==> src/rtl/binary_image_horizontal_shear_macros.svh <==
// Assertion macros for the horizontal shear block.
// Used by the top level; clk and rst_n must be in scope where they expand.
`ifndef BINARY_IMAGE_HORIZONTAL_SHEAR_MACROS_SVH
`define BINARY_IMAGE_HORIZONTAL_SHEAR_MACROS_SVH

`ifndef SYNTHESIS
// Same-cycle implication
`define BIHS_ASSERT_IMP(name, ante, cons) \
    name: assert property (@(posedge clk) disable iff (!rst_n) (ante) |-> (cons)) \
        else $error("%m: implication check failed");
// Next-cycle implication
`define BIHS_ASSERT_NXT(name, ante, cons) \
    name: assert property (@(posedge clk) disable iff (!rst_n) (ante) |=> (cons)) \
        else $error("%m: next-cycle check failed");
`else
`define BIHS_ASSERT_IMP(name, ante, cons)
`define BIHS_ASSERT_NXT(name, ante, cons)
`endif

`endif

==> src/rtl/bihs_pkg.sv <==
// Shared types, widths and helpers for the horizontal shear block.
// No dependencies.
`timescale 1ns / 1ps

package bihs_pkg;

    localparam int MAX_WIDTH       = 4096;
    localparam int MAX_HEIGHT      = 4096;
    localparam int COL_W           = 12;
    localparam int ROW_W           = 12;
    localparam int SIZE_W          = 13;
    localparam int SHEAR_W         = 24;
    localparam int ORIGIN_W        = 15;
    localparam int SHEAR_FRAC_BITS = 16;
    localparam int ACC_FRAC        = SHEAR_FRAC_BITS + 1;
    localparam int ACC_W           = 42;
    localparam int SHIFT_W         = ACC_W - ACC_FRAC;
    localparam int MUL_OP_W        = 16;
    localparam int PROD_W          = SHEAR_W + MUL_OP_W;
    localparam int ADDR_W          = COL_W + 1;
    localparam int CFG_IDX_W       = 3;
    localparam int CFG_DATA_W      = 24;

    // configuration register indexes
    localparam logic [CFG_IDX_W-1:0] REG_IMAGE_WIDTH  = 3'd0;
    localparam logic [CFG_IDX_W-1:0] REG_IMAGE_HEIGHT = 3'd1;
    localparam logic [CFG_IDX_W-1:0] REG_SHEAR        = 3'd2;
    localparam logic [CFG_IDX_W-1:0] REG_ORIGIN       = 3'd3;
    localparam logic [CFG_IDX_W-1:0] REG_BACKGROUND   = 3'd4;

    // input item kinds
    localparam logic KIND_PIXEL = 1'b0;
    localparam logic KIND_FLUSH = 1'b1;

    // cycles the frame-start precompute needs after a register write
    localparam logic [1:0] SETTLE_CYCLES = 2'd3;

    localparam logic signed [ACC_W-1:0] ACC_HALF = ACC_W'(64'sd1 <<< SHEAR_FRAC_BITS);

    typedef struct packed {
        logic signed [ACC_W-1:0] acc_start;
        logic                    uniform;
    } frame_calc_t;

    // effective size minus one: zero acts as one, above the maximum clamps
    function automatic logic [COL_W-1:0] size_m1(input logic [SIZE_W-1:0] v);
        logic [COL_W-1:0] r;
        if (v == '0)
            r = '0;
        else if (v[SIZE_W-1] && (v[SIZE_W-2:0] != '0))
            r = '1;
        else
            r = COL_W'(v - SIZE_W'(1));
        return r;
    endfunction

endpackage

==> src/rtl/bihs_frame_calc.sv <==
// Frame-start precompute: start accumulator and uniform-copy decision.
// Two register stages; depends on bihs_pkg.
`timescale 1ns / 1ps

module bihs_frame_calc
(
    input  logic                                  clk,
    input  logic signed [bihs_pkg::SHEAR_W-1:0]   shear,
    input  logic signed [bihs_pkg::ORIGIN_W-1:0]  origin,
    input  logic        [bihs_pkg::ROW_W-1:0]     h_m1,
    output bihs_pkg::frame_calc_t                 calc
);

    logic signed [bihs_pkg::MUL_OP_W-1:0] first_term;
    logic signed [bihs_pkg::MUL_OP_W-1:0] last_term;
    logic signed [bihs_pkg::PROD_W-1:0]   prod_first_reg;
    logic signed [bihs_pkg::PROD_W-1:0]   prod_last_reg;
    logic signed [bihs_pkg::ACC_W-1:0]    acc_first;
    logic signed [bihs_pkg::ACC_W-1:0]    acc_last;
    bihs_pkg::frame_calc_t                calc_reg;

    // 1 - origin and 2*(h-1) + 1 - origin
    assign first_term = bihs_pkg::MUL_OP_W'(1) - bihs_pkg::MUL_OP_W'(origin);
    assign last_term  = $signed({3'b000, h_m1, 1'b1}) - bihs_pkg::MUL_OP_W'(origin);

    always_ff @(posedge clk)
    begin
        prod_first_reg <= shear * first_term;
        prod_last_reg  <= shear * last_term;
    end

    assign acc_first = bihs_pkg::ACC_W'(prod_first_reg) + bihs_pkg::ACC_HALF;
    assign acc_last  = bihs_pkg::ACC_W'(prod_last_reg) + bihs_pkg::ACC_HALF;

    always_ff @(posedge clk)
    begin
        calc_reg.acc_start <= acc_first;
        calc_reg.uniform   <= (acc_first[bihs_pkg::ACC_W-1:bihs_pkg::ACC_FRAC] ==
                               acc_last[bihs_pkg::ACC_W-1:bihs_pkg::ACC_FRAC]);
    end

    assign calc = calc_reg;

endmodule

==> config.mk <==
export PLATFORM = sky130hd
export DESIGN_NAME = bihs_frame_calc
export DESIGN_NICKNAME = d
export VERILOG_FILES = /design/src/rtl/binary_image_horizontal_shear_macros.svh /design/src/rtl/bihs_pkg.sv /design/src/rtl/bihs_frame_calc.sv
export SDC_FILE = /design/constraint.sdc
export NUM_CORES = 2
export LEC_CHECK = 0
export BUFFER_PORTS_ARGS = -buffer_cell sky130_fd_sc_hd__buf_4
export CORE_MARGIN = 4
export CORE_UTILIZATION = 60
export DETAILED_ROUTE_END_ITERATION = 10
export PLACE_DENSITY_LB_ADDON = 0.15
export SKIP_LAST_GASP = 1
export SLEW_MARGIN = 25
export SYNTH_ARGS = -nofsm -noshare
export SYNTH_HDL_FRONTEND = slang
export SYNTH_SLANG_ARGS = --single-unit
==> constraint.sdc <==
create_clock -name clk -period 8.13 [get_ports clk]
set_input_delay 0.813 -clock clk [delete_from_list [all_inputs] [get_ports clk]]
set_output_delay 0.813 -clock clk [all_outputs]
set_load 0.02 [all_outputs]
# Word level (Yosys, flattened, before mapping)
# Cells that the tools add are included.
# word_totals
wordCells	11
register_bits	122
in_bits	52
# op_classes
eq_ne	1
addsub	4
multipliers	2
# op_table
operator	count
$add 40x18->41 const B	2
$mul 24x16->40	2
$eq 25x25->1	1
$sub 14x15->16	1
$sub 2x15->16 const A	1

# Longest topological paths before layout
# depth
ltp_word	2
mapped_depth	34

# Least setup slack after synthesis
# No wires, ideal clock.
# synth_timing
kind	input port to flip-flop
startpoint	input h_m1[0] (netlist name)
endpoint	register prod_last_reg[38] (netlist name)
setup_ns	0.123
t_arrival_ns	7.765
n_path_buf	1
slack_ns	0.241
stages	31
path_cell_list	inv_1 > ha_1 > inv_1 > fa_1 > a21o_1 > a21o_1 > a21oi_1 > o21ai_0 > a41oi_1 > nor2b_1 > xnor2_1 > clkbuf_1 > nand2_1 > fa_1 > inv_1 > fa_1 > fa_1 > fa_1 > fa_1 > inv_1 > fa_1 > inv_1 > ha_1 > a21o_1 > a211oi_1 > or3_1 > a21oi_1 > o41ai_1 > a31o_2 > o21bai_1 > xor2_1
# synth_via
elab_chain_len	2
# synth_lines
element	line_no	rtl
start: declaration	bihs_frame_calc.sv:10	input logic [bihs_pkg::ROW_W-1:0] h_m1,
$sub 14x15->16	bihs_frame_calc.sv:24	assign last_term = $signed({3'b000, h_m1, 1'b1}) - bihs_pkg::MUL_OP_W'(origin);
$mul 24x16->40	bihs_frame_calc.sv:29	prod_last_reg <= shear * last_term;
end signal: assignment	bihs_frame_calc.sv:29	
end: declaration	bihs_frame_calc.sv:17	logic signed [bihs_pkg::PROD_W-1:0] prod_last_reg;
# No other way between the ends.

# Final worst setup path
# layout_timing
startpoint	input origin[1] (netlist name)
endpoint	register prod_first_reg[35] (netlist name)
# layout_via
elab_chain_len	2
# layout_lines
element	line_no	rtl
start: declaration	bihs_frame_calc.sv:9	input logic signed [bihs_pkg::ORIGIN_W-1:0] origin,
$sub 2x15->16	bihs_frame_calc.sv:23	assign first_term = bihs_pkg::MUL_OP_W'(1) - bihs_pkg::MUL_OP_W'(origin);
$mul 24x16->40	bihs_frame_calc.sv:28	prod_first_reg <= shear * first_term;
end signal: assignment	bihs_frame_calc.sv:28	
end: declaration	bihs_frame_calc.sv:16	logic signed [bihs_pkg::PROD_W-1:0] prod_first_reg;
# No other way between the ends.

==> results_dict.tcl <==
set metrics [dict create \
    pin_count 95 \
    nNetsFinal 4571 \
    rr_worst_depth 9 \
    setup_slack_ns 0.3144 \
    numCtsBuffers 9 \
    clock_latency_ns 0.40 \
    maxSlewHeadroom_pct 34.16 \
    num_rows 83 \
    synth_top_cell_by_area "fa_1" \
    synth_top_family_by_area "adder cells" \
    hold_viol_final 0 \
    post_dp_cell_area_mm2 0.03352 \
    die_w_um 236.3 \
    synth_compound_area_share_pct 4.814 \
    yosys_most_used_dff "dfxtp_1" \
    clockRootBuffer "clkbuf_16" \
    grt_usage_pct 30.41 \
    routed_wl_um 80720 \
    cts_buffer_depth 2 \
    place_ws_ns -0.3168 \
    synth_seq_cells 106 \
    slew_violations 0 \
    avgSynthCellArea_um2 9.009 \
    async_reset_ff_share_pct 0 \
    fmax_mhz 128.0 \
    grt_first_pass_wirelength_um 135100 \
    dieArea_mm2 0.05583 \
    timing.rr.start "prod_first_reg[16]" \
    crit_fanout 27 \
    dieHeight_um 236.3 \
    drive_gt1_share_pct 8.576 \
    reg2reg_slack_ns 4.77 \
    clkSlewWorstSetupHoldPaths_ns 0.09 \
    place_congestion 0.9299 \
    grt_max_degree 32 \
    route.detailed.drc 0 \
    cp-end-kind "register" \
    slowest_delay_ns 0.75 \
    critPathCapture "prod_first_reg[35]" \
    first_iter_violations 1752 \
    yosys.area.top_type_share_pct 47.89 \
    crit_start "origin[1]" \
    fin_skew_ns 0.01435 \
    antenna_left 0 \
    cp_common_cell "fa_1" \
    num_antenna_cells 0 \
    whs_ns 0.3330 \
    vias 23700 \
    ys_seq_area_share_pct 6.786 \
    synthCells 3471 \
    synth_cell_types 69 \
    cp-start-kind "primary input" \
    reg2reg_to "calc[0]" \
    crit_type "primary input to register" \
    synth-simple-area-share_pct 15.64 \
    clock_sinks 106 \
    post-dp-hpwl_um 65360 \
    synth_area_mm2 0.03127 \
    grt_pass1_vias 26620 \
    synth_mux_area_share_pct 0.1320 \
    worst_pin_slew_ns 0.9785 \
    min_period_ns 7.816 \
    grt_antenna_before_repair 0 \
    setup_viol 0 \
    fin_area_mm2 0.03394 \
    synth-adder-area-share_pct 56.21 \
    core_mm2 0.05141 \
    status "complete, no violations" \
    portBuffers 94 \
    vias_per_cell 5.580 \
    hold_path.class "register to register" \
    max-cap-violations 0 \
    post_drt_wl_per_cell_um 19.00 \
    synth_edf_count 0 \
    required_ns 8.43 \
    cts_tree "built" \
    synth_fp_nets 4479 \
    worstPathArrival_ns 8.11 \
    firstDrtPassIters 5 \
    ys_warn_count 0 \
    synth-xor-area-share_pct 4.274 \
    hold_buffers 0 \
    htreeDepth 3 \
    largest_reg_flops 42 \
    area_growth_pct 8.551 \
    start_util_pct 60.83 \
    fin_crit_sh_pct 96.13 \
    critPathSlowestCell "xnor2_2" \
    synth_area_leaders "fa_1, inv_1, ha_1" \
    n_fill_cell 4194 \
    grt_overflow_total 0 \
]
cells by family after synthesis:
logic type	after synthesis
multiplexers	4
adder cells (fa/ha/maj)	956
buffers and inverters	1010
flip-flops	106
AO/OA/AOI/OAI	233
AND/OR/NAND/NOR	1011
XOR/XNOR	151
routing by layer:
layer,track usage [%],share of wire (%),wire [µm]
met5,0,0,0
met3,4.548,6.4,5126
met1,36.90,37,29930
met4,18.35,7.5,6085
met2,51.55,49,39570
stage by stage:
| step | instances | util (%) | setup TNS [ns] |
|---|---|---|---|
| finish | 4248 | 66.03 | 0 |
| global route | 4248 | 66.03 | -0.02947 |
| CTS | 4246 | 65.79 | 0 |
| detailed placement | 4230 | 65.20 | -3.297 |
| global placement | 4230 | 65.18 | -1.173 |
| floorplan | 3471 | - | 0 |
placed cells by master (no fill, tap or decap), types with 4 or more instances in the layout:
cell type  netlist  routed
fa_1           748     748
clkbuf_16        0       9
or2_2           10      10
buf_4            1     228
dfxtp_1        106     106
a21oi_1         73      69
and4_1           4       4
buf_12           0       5
inv_1          856     856
ha_1           208     208
o311ai_0         6       4
xnor2_4          0       5
o21ai_0         37      36
xnor2_2          0       9
nor4_1          19      16
nand2_1        512     512
xnor2_1        103      89
nor4_2           2       5
nor2_1          69      69
o31ai_1          7       6
o211ai_1         6       6
nor2b_1         59      58
a31oi_1          7       7
a21o_1          34      34
nand4_1         18      18
a21oi_2          0       4
o21bai_1        10      10
nand2b_1        23      23
and3_1          15      15
and2_1         177     177
a211o_1          4       4
nor3_1          20      19
or3_1           29      29
xor2_1          47      44
nand3_1         37      37
a211oi_1        14      12
area by class of cell:
cell class | count | area [µm²] | area share (%)
clock buffers | 9 | 225.2 | 0.6635
multi-input cells | 2355 | 25620 | 75.47
repair buffers | 235 | 1834 | 5.404
clock inverters | 7 | 80.08 | 0.2359
inverters | 856 | 3213 | 9.466
well taps | 680 | 850.8 | 2.507
flip-flops and latches | 106 | 2122 | 6.252
worst max-delay path, delay by kind of cell:
family / cells / cell delay [ns]
AND/OR/NAND/NOR: 5 / 0.64
XOR/XNOR: 1 / 0.75
buffers and inverters: 6 / 1.02
AO/OA/AOI/OAI: 5 / 1.34
adder cells (fa/ha/maj): 8 / 3.54
synthesized netlist by cell type, types with 29 or more instances:
cell type / instances
a21o_1: 34
a21oi_1: 73
and2_1: 177
clkbuf_1: 151
dfxtp_1: 106
fa_1: 748
ha_1: 208
inv_1: 856
nand2_1: 512
nand3_1: 37
nor2_1: 69
nor2b_1: 59
o21ai_0: 37
or3_1: 29
xnor2_1: 103
xor2_1: 47
worst min path at each step:
| stage | from | to | slack, ns | cells after the start |
|---|---|---|---|---|
| after detailed placement | prod_first_reg[9] | calc[10] | 0.31 | 0 |
| after CTS | prod_first_reg[2] | calc[3] | 0.33 | 0 |
| final | prod_last_reg[0] | calc[1] | 0.33 | 0 |
| after global placement | prod_first_reg[3] | calc[4] | 0.31 | 0 |
| after global routing | prod_first_reg[8] | calc[9] | 0.35 | 0 |
| after floorplan | prod_first_reg[9] | calc[10] | 0.31 | 0 |
what timing repair did:
| action | in CTS | in global routing |
|---|---|---|
| setup buffers | 0 | 2 |
| endpoints found under the setup margin | 0 | 26 |
| gates resized for setup | 0 | 21 |
| hold endpoints to repair | 0 | 0 |
Power is not shown: default switching activity piles up to over one toggle a cycle in this logic, so the estimate is an artifact.
